--- config.mk ---
export PLATFORM = sky130hd
export DESIGN_NAME = comet_ring_frame_renderer_top
export DESIGN_NICKNAME = d
export VERILOG_FILES = /design/src/rtl/crfr_pkg.sv /design/src/rtl/crfr_front.sv /design/src/rtl/crfr_queue.sv /design/src/rtl/crfr_back.sv /design/src/rtl/comet_ring_frame_renderer_top.sv
export SDC_FILE = /design/constraint.sdc
export NUM_CORES = 2
export LEC_CHECK = 0
export ABC_AREA = 0
export BUFFER_PORTS_ARGS = -buffer_cell sky130_fd_sc_hd__buf_2
export CORE_ASPECT_RATIO = 0.9
export CORE_MARGIN = 3
export CORE_UTILIZATION = 40
export DETAILED_ROUTE_END_ITERATION = 10
export PLACE_DENSITY = 0.51
export SLEW_MARGIN = 20
export SYNTH_ARGS = -nofsm -noshare
export SYNTH_HDL_FRONTEND = slang
export SYNTH_SLANG_ARGS = --single-unit
export TNS_END_PERCENT = 50
--- constraint.sdc ---
create_clock -name clk -period 25.5 [get_ports clk]
set_input_delay 2.55 -clock clk [delete_from_list [all_inputs] [get_ports clk]]
set_output_delay 2.55 -clock clk [all_outputs]
set_load 0.02 [all_outputs]
--- src/rtl/crfr_pkg.sv ---
`timescale 1ns / 1ps
// Shared types and constants of the comet ring frame renderer.
// No dependencies; every other file imports this package.
package crfr_pkg;

  localparam int PIX_W    = 6;          // pixel index and distance width
  localparam int CHAN_W   = 8;          // colour channel, brightness width
  localparam int SEL_W    = 3;          // palette index width
  localparam int CFG_AW   = 3;          // APB byte address width
  localparam int CFG_DW   = 32;         // APB data width

  localparam logic [CHAN_W-1:0] SCALE_RESET = 8'd50;

  // Register word indexes on the configuration port.
  localparam logic REG_GAIN = 1'b0;

  typedef struct packed {
    logic [CHAN_W-1:0] red;
    logic [CHAN_W-1:0] green;
    logic [CHAN_W-1:0] blue;
  } rgb_t;

  localparam rgb_t PALETTE [8] = '{
    '{8'd255, 8'd0,   8'd0},
    '{8'd0,   8'd255, 8'd0},
    '{8'd0,   8'd0,   8'd255},
    '{8'd255, 8'd165, 8'd0},
    '{8'd128, 8'd0,   8'd255},
    '{8'd0,   8'd255, 8'd200},
    '{8'd255, 8'd255, 8'd0},
    '{8'd255, 8'd20,  8'd147}
  };

  // One classified frame command waiting for the renderer.
  typedef struct packed {
    logic [PIX_W-1:0]  dist0;  // distance of pixel 0 from the head
    logic [CHAN_W-1:0] br;     // scaled head brightness
    logic [SEL_W-1:0]  sel;    // palette entry
  } cmd_t;

  typedef struct packed {
    logic full;
    logic empty;
  } q_status_t;

endpackage

--- src/rtl/crfr_front.sv ---
`timescale 1ns / 1ps
// Front end: APB brightness scale register, frame command intake and
// classification into a queue entry. Depends on crfr_pkg.
module crfr_front #(
  parameter int RING_PIXELS = 35
) (
  input  logic                          clk,
  input  logic                          rst_n,
  input  logic                          cfg_psel,
  input  logic                          cfg_penable,
  input  logic                          cfg_pwrite,
  input  logic [crfr_pkg::CFG_AW-1:0]   cfg_paddr,
  input  logic [crfr_pkg::CFG_DW-1:0]   cfg_pwdata,
  output logic [crfr_pkg::CFG_DW-1:0]   cfg_prdata,
  output logic                          cfg_pready,
  input  logic                          in_valid,
  output logic                          in_ready,
  input  logic [7:0]                    in_head_position,
  input  logic [7:0]                    in_frame_brightness,
  input  logic [7:0]                    in_color_select,
  input  crfr_pkg::q_status_t           q_status,
  output logic                          q_push,
  output crfr_pkg::cmd_t                q_wdata
);
  import crfr_pkg::*;

  logic [CHAN_W-1:0]   scale_r;
  logic                cfg_wr;
  logic [2*CHAN_W-1:0] br_prod;
  logic [PIX_W-1:0]    pos_tbl [256];

  assign cfg_pready = 1'b1;
  assign cfg_wr     = cfg_psel && cfg_penable && cfg_pwrite &&
                      (cfg_paddr[CFG_AW-1] == REG_GAIN);
  assign cfg_prdata = (cfg_paddr[CFG_AW-1] == REG_GAIN) ?
                      CFG_DW'(scale_r) : '0;

  always_ff @(posedge clk) begin
    if (!rst_n) begin
      scale_r <= SCALE_RESET;
    end else if (cfg_wr) begin
      scale_r <= cfg_pwdata[CHAN_W-1:0];
    end
  end

  // Head position modulo ring size, as an elaborated lookup table.
  for (genvar g = 0; g < 256; g++) begin : g_pos_tbl
    assign pos_tbl[g] = PIX_W'(g % RING_PIXELS);
  end

  assign br_prod  = in_frame_brightness * scale_r;
  assign in_ready = !q_status.full;
  assign q_push   = in_valid && in_ready;

  always_comb begin
    q_wdata.dist0 = pos_tbl[in_head_position];
    q_wdata.br    = br_prod[2*CHAN_W-1:CHAN_W];
    q_wdata.sel   = in_color_select[SEL_W-1:0];
  end

endmodule

--- src/rtl/crfr_queue.sv ---
`timescale 1ns / 1ps
// Two-entry command queue between front and back ends.
// Depends on crfr_pkg.
module crfr_queue (
  input  logic                clk,
  input  logic                rst_n,
  input  logic                push,
  input  crfr_pkg::cmd_t      wdata,
  input  logic                pop,
  output crfr_pkg::cmd_t      rdata,
  output crfr_pkg::q_status_t status
);
  import crfr_pkg::*;

  cmd_t       mem_r [2];
  logic       wr_ptr_r;
  logic       rd_ptr_r;
  logic [1:0] count_r;

  assign status.full  = (count_r == 2'd2);
  assign status.empty = (count_r == 2'd0);
  assign rdata        = mem_r[rd_ptr_r];

  always_ff @(posedge clk) begin
    if (push) begin
      mem_r[wr_ptr_r] <= wdata;
    end
  end

  always_ff @(posedge clk) begin
    if (!rst_n) begin
      wr_ptr_r <= 1'b0;
      rd_ptr_r <= 1'b0;
      count_r  <= 2'd0;
    end else begin
      if (push) wr_ptr_r <= !wr_ptr_r;
      if (pop)  rd_ptr_r <= !rd_ptr_r;
      case ({push, pop})
        2'b10:   count_r <= count_r + 2'd1;
        2'b01:   count_r <= count_r - 2'd1;
        default: count_r <= count_r;
      endcase
    end
  end

endmodule

--- src/rtl/crfr_back.sv ---
`timescale 1ns / 1ps
// Back end: pixel sequencer and pixel pipeline (square, cube, scale, 8-stage
// restoring divider, fade level, palette multiply, output register).
// Depends on crfr_pkg.
module crfr_back #(
  parameter int RING_PIXELS = 35
) (
  input  logic                        clk,
  input  logic                        rst_n,
  input  crfr_pkg::cmd_t              q_rdata,
  input  crfr_pkg::q_status_t         q_status,
  output logic                        q_pop,
  output logic                        out_valid,
  input  logic                        out_ready,
  output logic [crfr_pkg::PIX_W-1:0]  out_pixel_number,
  output logic [7:0]                  out_green_level,
  output logic [7:0]                  out_red_level,
  output logic [7:0]                  out_blue_level,
  output logic                        out_last_pixel
);
  import crfr_pkg::*;

  localparam int SQ_W   = 2 * PIX_W;
  localparam int CUBE_W = 3 * PIX_W;
  localparam int X_W    = CUBE_W + CHAN_W;
  localparam int DIV_STAGES = CHAN_W;
  localparam logic [X_W-1:0] SPAN3 =
    X_W'((RING_PIXELS - 1) * (RING_PIXELS - 1) * (RING_PIXELS - 1));
  localparam logic [PIX_W-1:0] LAST_PIX = PIX_W'(RING_PIXELS - 1);

  typedef struct packed {
    logic [PIX_W-1:0]  pix;
    logic [CHAN_W-1:0] br;
    logic [SEL_W-1:0]  sel;
    logic              last;
  } ctx_t;

  logic              adv;
  logic              issue;
  logic              last_issue;
  logic [PIX_W-1:0]  pix_cnt_r;
  logic [PIX_W-1:0]  dist_r;
  logic [PIX_W-1:0]  dist_cur;

  logic              s1_vld_r;
  ctx_t              s1_ctx_r;
  logic [PIX_W-1:0]  s1_d_r;
  logic [SQ_W-1:0]   s1_sq_r;

  logic              s2_vld_r;
  ctx_t              s2_ctx_r;
  logic [CUBE_W-1:0] s2_cube_r;

  logic              dv_vld_r [DIV_STAGES+1];
  ctx_t              dv_ctx_r [DIV_STAGES+1];
  logic [X_W-1:0]    dv_rem_r [DIV_STAGES+1];
  logic [CHAN_W-1:0] dv_q_r   [DIV_STAGES+1];

  logic              lv_vld_r;
  ctx_t              lv_ctx_r;
  logic [CHAN_W-1:0] lv_level_r;

  rgb_t              base;
  logic [2*CHAN_W-1:0] g_prod;
  logic [2*CHAN_W-1:0] r_prod;
  logic [2*CHAN_W-1:0] b_prod;

  logic              out_valid_r;
  logic [PIX_W-1:0]  out_pix_r;
  logic [CHAN_W-1:0] out_g_r;
  logic [CHAN_W-1:0] out_r_r;
  logic [CHAN_W-1:0] out_b_r;
  logic              out_last_r;

  // The whole pipeline advances together unless the output is held.
  assign adv        = !out_valid_r || out_ready;
  assign issue      = adv && !q_status.empty;
  assign last_issue = (pix_cnt_r == LAST_PIX);
  assign q_pop      = issue && last_issue;
  assign dist_cur   = (pix_cnt_r == '0) ? q_rdata.dist0 : dist_r;

  // Pixel sequencer: walk the ring, distance steps down with wrap.
  always_ff @(posedge clk) begin
    if (!rst_n) begin
      pix_cnt_r <= '0;
    end else if (issue) begin
      pix_cnt_r <= last_issue ? '0 : pix_cnt_r + PIX_W'(1);
    end
  end

  always_ff @(posedge clk) begin
    if (issue) begin
      dist_r <= (dist_cur == '0) ? LAST_PIX : dist_cur - PIX_W'(1);
    end
  end

  // Stage 1: square of the distance.
  always_ff @(posedge clk) begin
    if (!rst_n) begin
      s1_vld_r <= 1'b0;
    end else if (adv) begin
      s1_vld_r <= issue;
    end
  end

  always_ff @(posedge clk) begin
    if (adv) begin
      s1_ctx_r.pix  <= pix_cnt_r;
      s1_ctx_r.br   <= q_rdata.br;
      s1_ctx_r.sel  <= q_rdata.sel;
      s1_ctx_r.last <= last_issue;
      s1_d_r        <= dist_cur;
      s1_sq_r       <= SQ_W'(dist_cur) * SQ_W'(dist_cur);
    end
  end

  // Stage 2: cube.
  always_ff @(posedge clk) begin
    if (!rst_n) begin
      s2_vld_r <= 1'b0;
    end else if (adv) begin
      s2_vld_r <= s1_vld_r;
    end
  end

  always_ff @(posedge clk) begin
    if (adv) begin
      s2_ctx_r  <= s1_ctx_r;
      s2_cube_r <= CUBE_W'(s1_sq_r) * CUBE_W'(s1_d_r);
    end
  end

  // Stage 3: dividend = cube * brightness.
  always_ff @(posedge clk) begin
    if (!rst_n) begin
      dv_vld_r[0] <= 1'b0;
    end else if (adv) begin
      dv_vld_r[0] <= s2_vld_r;
    end
  end

  always_ff @(posedge clk) begin
    if (adv) begin
      dv_ctx_r[0] <= s2_ctx_r;
      dv_rem_r[0] <= X_W'(s2_cube_r) * X_W'(s2_ctx_r.br);
      dv_q_r[0]   <= '0;
    end
  end

  // Restoring divider by (RING_PIXELS-1)^3, one quotient bit per stage.
  // The quotient never exceeds the brightness, so eight bits suffice.
  for (genvar g = 0; g < DIV_STAGES; g++) begin : g_div
    localparam logic [X_W-1:0] DIVISOR_K = SPAN3 << (DIV_STAGES - 1 - g);
    logic           take;
    logic [X_W-1:0] rem_nxt;

    assign take    = (dv_rem_r[g] >= DIVISOR_K);
    assign rem_nxt = take ? dv_rem_r[g] - DIVISOR_K : dv_rem_r[g];

    always_ff @(posedge clk) begin
      if (!rst_n) begin
        dv_vld_r[g+1] <= 1'b0;
      end else if (adv) begin
        dv_vld_r[g+1] <= dv_vld_r[g];
      end
    end

    always_ff @(posedge clk) begin
      if (adv) begin
        dv_ctx_r[g+1] <= dv_ctx_r[g];
        dv_rem_r[g+1] <= rem_nxt;
        dv_q_r[g+1]   <= {dv_q_r[g][CHAN_W-2:0], take};
      end
    end
  end

  // Fade level, clamped at zero.
  always_ff @(posedge clk) begin
    if (!rst_n) begin
      lv_vld_r <= 1'b0;
    end else if (adv) begin
      lv_vld_r <= dv_vld_r[DIV_STAGES];
    end
  end

  always_ff @(posedge clk) begin
    if (adv) begin
      lv_ctx_r   <= dv_ctx_r[DIV_STAGES];
      lv_level_r <= (dv_q_r[DIV_STAGES] > dv_ctx_r[DIV_STAGES].br) ? '0 :
                    dv_ctx_r[DIV_STAGES].br - dv_q_r[DIV_STAGES];
    end
  end

  // Palette colour scaled by the level, one multiplier per channel.
  assign base   = PALETTE[lv_ctx_r.sel];
  assign g_prod = base.green * lv_level_r;
  assign r_prod = base.red   * lv_level_r;
  assign b_prod = base.blue  * lv_level_r;

  always_ff @(posedge clk) begin
    if (!rst_n) begin
      out_valid_r <= 1'b0;
    end else if (adv) begin
      out_valid_r <= lv_vld_r;
    end
  end

  always_ff @(posedge clk) begin
    if (adv) begin
      out_pix_r  <= lv_ctx_r.pix;
      out_g_r    <= g_prod[2*CHAN_W-1:CHAN_W];
      out_r_r    <= r_prod[2*CHAN_W-1:CHAN_W];
      out_b_r    <= b_prod[2*CHAN_W-1:CHAN_W];
      out_last_r <= lv_ctx_r.last;
    end
  end

  assign out_valid        = out_valid_r;
  assign out_pixel_number = out_pix_r;
  assign out_green_level  = out_g_r;
  assign out_red_level    = out_r_r;
  assign out_blue_level   = out_b_r;
  assign out_last_pixel   = out_last_r;

endmodule

--- src/rtl/comet_ring_frame_renderer_top.sv ---
`timescale 1ns / 1ps
// Top level of the comet ring frame renderer: front end, command queue
// and back end. Depends on crfr_pkg, crfr_front, crfr_queue, crfr_back.
//
// Each accepted frame command (head position, peak brightness, palette
// selector) produces RING_PIXELS output transactions, pixel 0 first, the
// final one flagged by out_last_pixel. The renderer emits one pixel per
// clock unless the output is held or the queue is empty; the pixel
// sequencer in the back end walks the ring. Frames follow one another
// with no gap: a two-entry command queue lets the front end take the
// next frame command while the current frame is still being rendered.
// With the back end idle, a taken command passes the queue, square,
// cube, brightness product, eight divider stages, fade level and
// palette multiply into the output register before out_valid rises.
// Output back pressure holds the whole pixel pipeline in place; nothing
// is dropped. The brightness scale register (word 0 of the APB-style
// port, reset 50) is sampled when a command is accepted, so write it
// only while the block is idle.
module comet_ring_frame_renderer_top #(
  parameter int RING_PIXELS = 35
) (
  input  logic                        clk,
  input  logic                        rst_n,
  // Configuration port
  input  logic                        cfg_psel,
  input  logic                        cfg_penable,
  input  logic                        cfg_pwrite,
  input  logic [crfr_pkg::CFG_AW-1:0] cfg_paddr,
  input  logic [crfr_pkg::CFG_DW-1:0] cfg_pwdata,
  output logic [crfr_pkg::CFG_DW-1:0] cfg_prdata,
  output logic                        cfg_pready,
  // Frame command channel
  input  logic                        in_valid,
  output logic                        in_ready,
  input  logic [7:0]                  in_head_position,
  input  logic [7:0]                  in_frame_brightness,
  input  logic [7:0]                  in_color_select,
  // Pixel channel
  output logic                        out_valid,
  input  logic                        out_ready,
  output logic [crfr_pkg::PIX_W-1:0]  out_pixel_number,
  output logic [7:0]                  out_green_level,
  output logic [7:0]                  out_red_level,
  output logic [7:0]                  out_blue_level,
  output logic                        out_last_pixel
);
  import crfr_pkg::*;

  q_status_t q_status;
  logic      q_push;
  logic      q_pop;
  cmd_t      q_wdata;
  cmd_t      q_rdata;

  // Scale the brightness and reduce the head position on intake.
  crfr_front #(
    .RING_PIXELS (RING_PIXELS)
  ) u_front (
    .clk                 (clk),
    .rst_n               (rst_n),
    .cfg_psel            (cfg_psel),
    .cfg_penable         (cfg_penable),
    .cfg_pwrite          (cfg_pwrite),
    .cfg_paddr           (cfg_paddr),
    .cfg_pwdata          (cfg_pwdata),
    .cfg_prdata          (cfg_prdata),
    .cfg_pready          (cfg_pready),
    .in_valid            (in_valid),
    .in_ready            (in_ready),
    .in_head_position    (in_head_position),
    .in_frame_brightness (in_frame_brightness),
    .in_color_select     (in_color_select),
    .q_status            (q_status),
    .q_push              (q_push),
    .q_wdata             (q_wdata)
  );

  // Hold classified commands until the back end has issued their last pixel.
  crfr_queue u_queue (
    .clk    (clk),
    .rst_n  (rst_n),
    .push   (q_push),
    .wdata  (q_wdata),
    .pop    (q_pop),
    .rdata  (q_rdata),
    .status (q_status)
  );

  // Walk the ring and render one pixel per cycle unless the output is held.
  crfr_back #(
    .RING_PIXELS (RING_PIXELS)
  ) u_back (
    .clk              (clk),
    .rst_n            (rst_n),
    .q_rdata          (q_rdata),
    .q_status         (q_status),
    .q_pop            (q_pop),
    .out_valid        (out_valid),
    .out_ready        (out_ready),
    .out_pixel_number (out_pixel_number),
    .out_green_level  (out_green_level),
    .out_red_level    (out_red_level),
    .out_blue_level   (out_blue_level),
    .out_last_pixel   (out_last_pixel)
  );

endmodule

==> results.md <==
- The total number of clock tree sinks is 594.
- Dividing the synthesized area by the synthesized cell count gives roughly 12 um^2.
- The number of vias per cell after detailed routing is 4.88.
- The iteration-0 DRC count of the detailed router is 998.
- The first global-routing pass estimated 114 mm of wire.
- Relative to the synthesized area, the layout overhead comes to 9.88%.
- The number of vias in the routed layout is 22300.
- The gate count of the mapped netlist is 3205.
- STA classifies the critical path startpoint as a primary input.
- Once the clock tree was built, the resizer swapped 0 gates to a different size.
- The netlist uses 95 different library cells.
- The mapped netlist covers 37900 um^2.
- The worst setup skew after layout is 0.0216 ns.
- For the worst-skew pair, the clock arrives at the later sink with an insertion delay of around 0.62 ns.
- Summed over all failing endpoints, the final setup total negative slack is 0 ns.
- The number of register bits inferred by synthesis is 594.
- The floorplan has around 110 rows.
- The total core area is 93400 um^2.
- The number of global-route vias before repair is between 20000 and 25000.
- The count of H-tree levels built during CTS is 3.
- The worst max-slew margin expressed relative to the limit is 28.2%.
- The run finished with clean final reports.
- The worst-case clock buffer depth is 3.
- The wire-length estimate of the detail-placed layout is 48.7 mm.
- The effective utilization at floorplan is about two fifths.
- The class of the worst hold path is register to register.
- Clock-pin slew was measured on the worst setup and hold paths at 0.06 ns.
- Based on the critical path, the design can be clocked at up to 152 MHz.
- The wire length reported by the detailed router is 66.4 mm.
- The number of enable-type register cells in the synthesized netlist is 570.
- The initial antenna violation count is 0.
- The filler cells instantiated in the layout total 8597.
- Buffers added to address setup during post-CTS repair amount to 0.
- The required arrival time at the worst endpoint is 25.85 ns.
- The final-report max-slew violation count is 0.
- Pin placement for this block handled ~130 I/O pins.
- TritonCTS built the clock tree.
- The Yosys step of the flow raised 0 warnings.
- Setup repair after global routing left no endpoint under its margin.
- After detailed routing, the average wire length per cell comes to 14.5 um.
- By startpoint and endpoint, the worst setup path is classified as primary input to register.
- The total of max-cap violations is 0.
- The die is 330 um wide.
- The commonest register cell after synthesis is edfxtp_1.
- The final net count is ~3900.
- The count of buffers from port buffering is 75.
- Of all flip-flops after synthesis, the portion carrying an async set or reset was 0%.
- The transition time of the tightest slew-check pin is 1.08 ns.
- Entering global routing, the biggest net connects approximately 210 pins.
- The height of the chip is 298 um.
- The remaining design rule violation count is 0.
- In the global route stage, overall resource usage came out at about 14%.
- Global routing finished with a remaining overflow of 0.
- The time the worst path needs with I/O delays and setup is approximately 6.6 ns.
- Setup violations remaining at the end of the flow were counted as 0.
- Data on the critical path arrives at its endpoint at 6.92 ns.
- The number of endpoints with negative hold slack in the final report is 0.
- At the end of routability-driven placement, the weighted congestion stood at 0.835.
- The nature of the critical path endpoint is a register.
- The maximum fanout encountered on the critical timing path is 8.
- The tree is rooted in a clkbuf_16.
- Buffers inserted to repair hold after CTS numbered 0.
- TritonCTS created 68 clock buffers.
- For this run, the detailed router's first-pass iteration total came to 7.
- The post-route fraction of the period consumed by the critical path is 25.7%.
- Once detail routing completed, the nets flagged for antenna violations numbered 0.
- The die area is between 90000 and 100000 um^2.
- Sequential elements use a little under half of the synthesized area.
- The number of antenna diodes in the final layout is 0.
- Cells with a size suffix above 1 make up 6.86% of the layout.
==> area by class of cell <==
class / count / area (um^2) / area share, %
well taps: 1242 / 1550 / 3.73
clock inverters: 22 / 272 / 0.652
repair buffers: 84 / 455 / 1.09
flip-flops and latches: 594 / 17600 / 42.3
clock buffers: 88 / 1850 / 4.45
inverters: 451 / 1700 / 4.09
multi-input cells: 2085 / 18200 / 43.7
==> cells in the mapped netlist (11+ instances only) <==
library cell  number  area (um^2)
a211oi_1          21          158
a21boi_0          15          113
a21o_1            25          188
a21oi_1           83          415
a31oi_1           15         93.8
and2_1           227         1420
and3_1            24          150
buf_4             26          195
clkbuf_1          62          233
dfxtp_1           24          480
edfxtp_1         570        17100
fa_1             266         5330
ha_1             272         3400
inv_1            445         1670
mux2_2            15          169
mux2i_1           20          200
nand2_1          264          991
nand2b_1          22          138
nand3_1           36          180
nand4_1           18          113
nor2_1           152          571
nor2b_1           34          213
nor3_1            32          160
nor3b_1           11         82.6
nor4_1            26          163
o21a_1            16          120
o21ai_0           91          455
o21bai_1          14          105
or3_1             11         68.8
xnor2_1          130         1140
xor2_1            73          639
==> registers in the layout (all words and copies together), names as in the netlist, 9 cells and up, named ones only <==
signal and cells:
u_back.s1_ctx_r 18, u_back.dv_ctx_r 162, u_back.lv_ctx_r 10, u_back.s2_ctx_r 18, u_back.dv_q_r 36, u_queue.mem_r 34
u_back.s1_sq_r 11, u_back.s2_cube_r 18, u_back.dv_rem_r 205, u_back.dv_vld_r 9
==> path summary, 6_finish.rpt <==
path	depth (start not counted)	endpoint	startpoint	slack, ns
worst max-delay path	17	u_queue.mem_r[0][10]	in_frame_brightness[1]	18.94
worst min-delay path	0	u_back.dv_ctx_r[0][58]	u_back.dv_ctx_r[0][40]	0.40
worst max register to register	18	u_back.out_blue_level[7]	u_back.lv_ctx_r[2]	19.05
worst min register to register	0	u_back.dv_ctx_r[0][58]	u_back.dv_ctx_r[0][40]	0.40
==> through the flow <==
| stage | instance area [um^2] | std cells | utilization, % | hold WS (ns) | worst slack (ns) |
|---|---|---|---|---|---|
| 6_report | 41600 | 4566 | 44.6 | 0.405 | 18.94 |
| 5_1_grt | 41600 | 4566 | 44.6 | 0.403 | 18.52 |
| 4_1_cts | 41600 | 4566 | 44.6 | 0.401 | 18.96 |
| 3_5_place_dp | 39500 | 4456 | 42.3 | 0.405 | 18.32 |
| 3_3_place_gp | 39500 | 4456 | 42.3 | 0.400 | 18.29 |
| 2_1_floorplan | 38000 | 3230 | - | 0.400 | 7.04 |
==> worst max-delay path: stages <==
cell and delay [ns]:
buf_2 0.15, nand2_1 0.10, fa_1 0.51, fa_1 0.54
inv_1 0.05, fa_1 0.53, inv_1 0.05, fa_1 0.53
inv_1 0.04, ha_1 0.31, a21oi_1 0.22, o21ai_0 0.21
a311oi_1 0.41, o21ai_0 0.20, a21oi_1 0.26, o21bai_1 0.10
xnor2_1 0.14
==> cell usage in the layout, fill, tap and decap left out, drive strengths merged, types with 7 or more instances in the layout <==
cell type  count
and2         227
dfxtp         24
nor3b         11
nand3         37
or4           10
clkbuf        88
nor2b         34
o21ai         99
a311oi         7
or3           13
nor3          34
nor4          26
nand2b        22
nand4         18
nand3b         8
o21bai        15
conb          27
o211ai        10
clkinv        16
inv          453
and3          24
nand2        264
a211oi        21
a21boi        18
xnor2        130
a2111oi        7
a21oi         84
fa           266
o21a          16
xor2          73
mux2i         20
mux2          15
buf           84
a31oi         15
or2           11
ha           272
nor2         153
a21o          26
edfxtp       570
==> cells by family (layout without fill, tap and decap cells) <==
| logic type | count (synthesis) | after routing | synth area share, % |
|---|---|---|---|
| mux | 38 | 38 | 1.15 |
| fa+ha+maj | 538 | 538 | 23.0 |
| buf+inv | 551 | 645 | 5.76 |
| simple gates | 910 | 910 | 12.4 |
| other cells | 2 | 27 | 0.0198 |
| compound gates | 369 | 369 | 6.48 |
| flops | 594 | 594 | 46.5 |
| xor+xnor | 203 | 203 | 4.69 |
==> layer usage <==
layer	up-vias	track usage (%)	part of all wire [%]
li1	11000	-	-
met1	10900	17.6	44
met2	327	24.3	50
met3	107	2.26	3.4
met4	0	4.50	2.7
met5	-	0	0
Power is not shown: default switching activity piles up to over one toggle a cycle in this logic, so the estimate is an artifact.
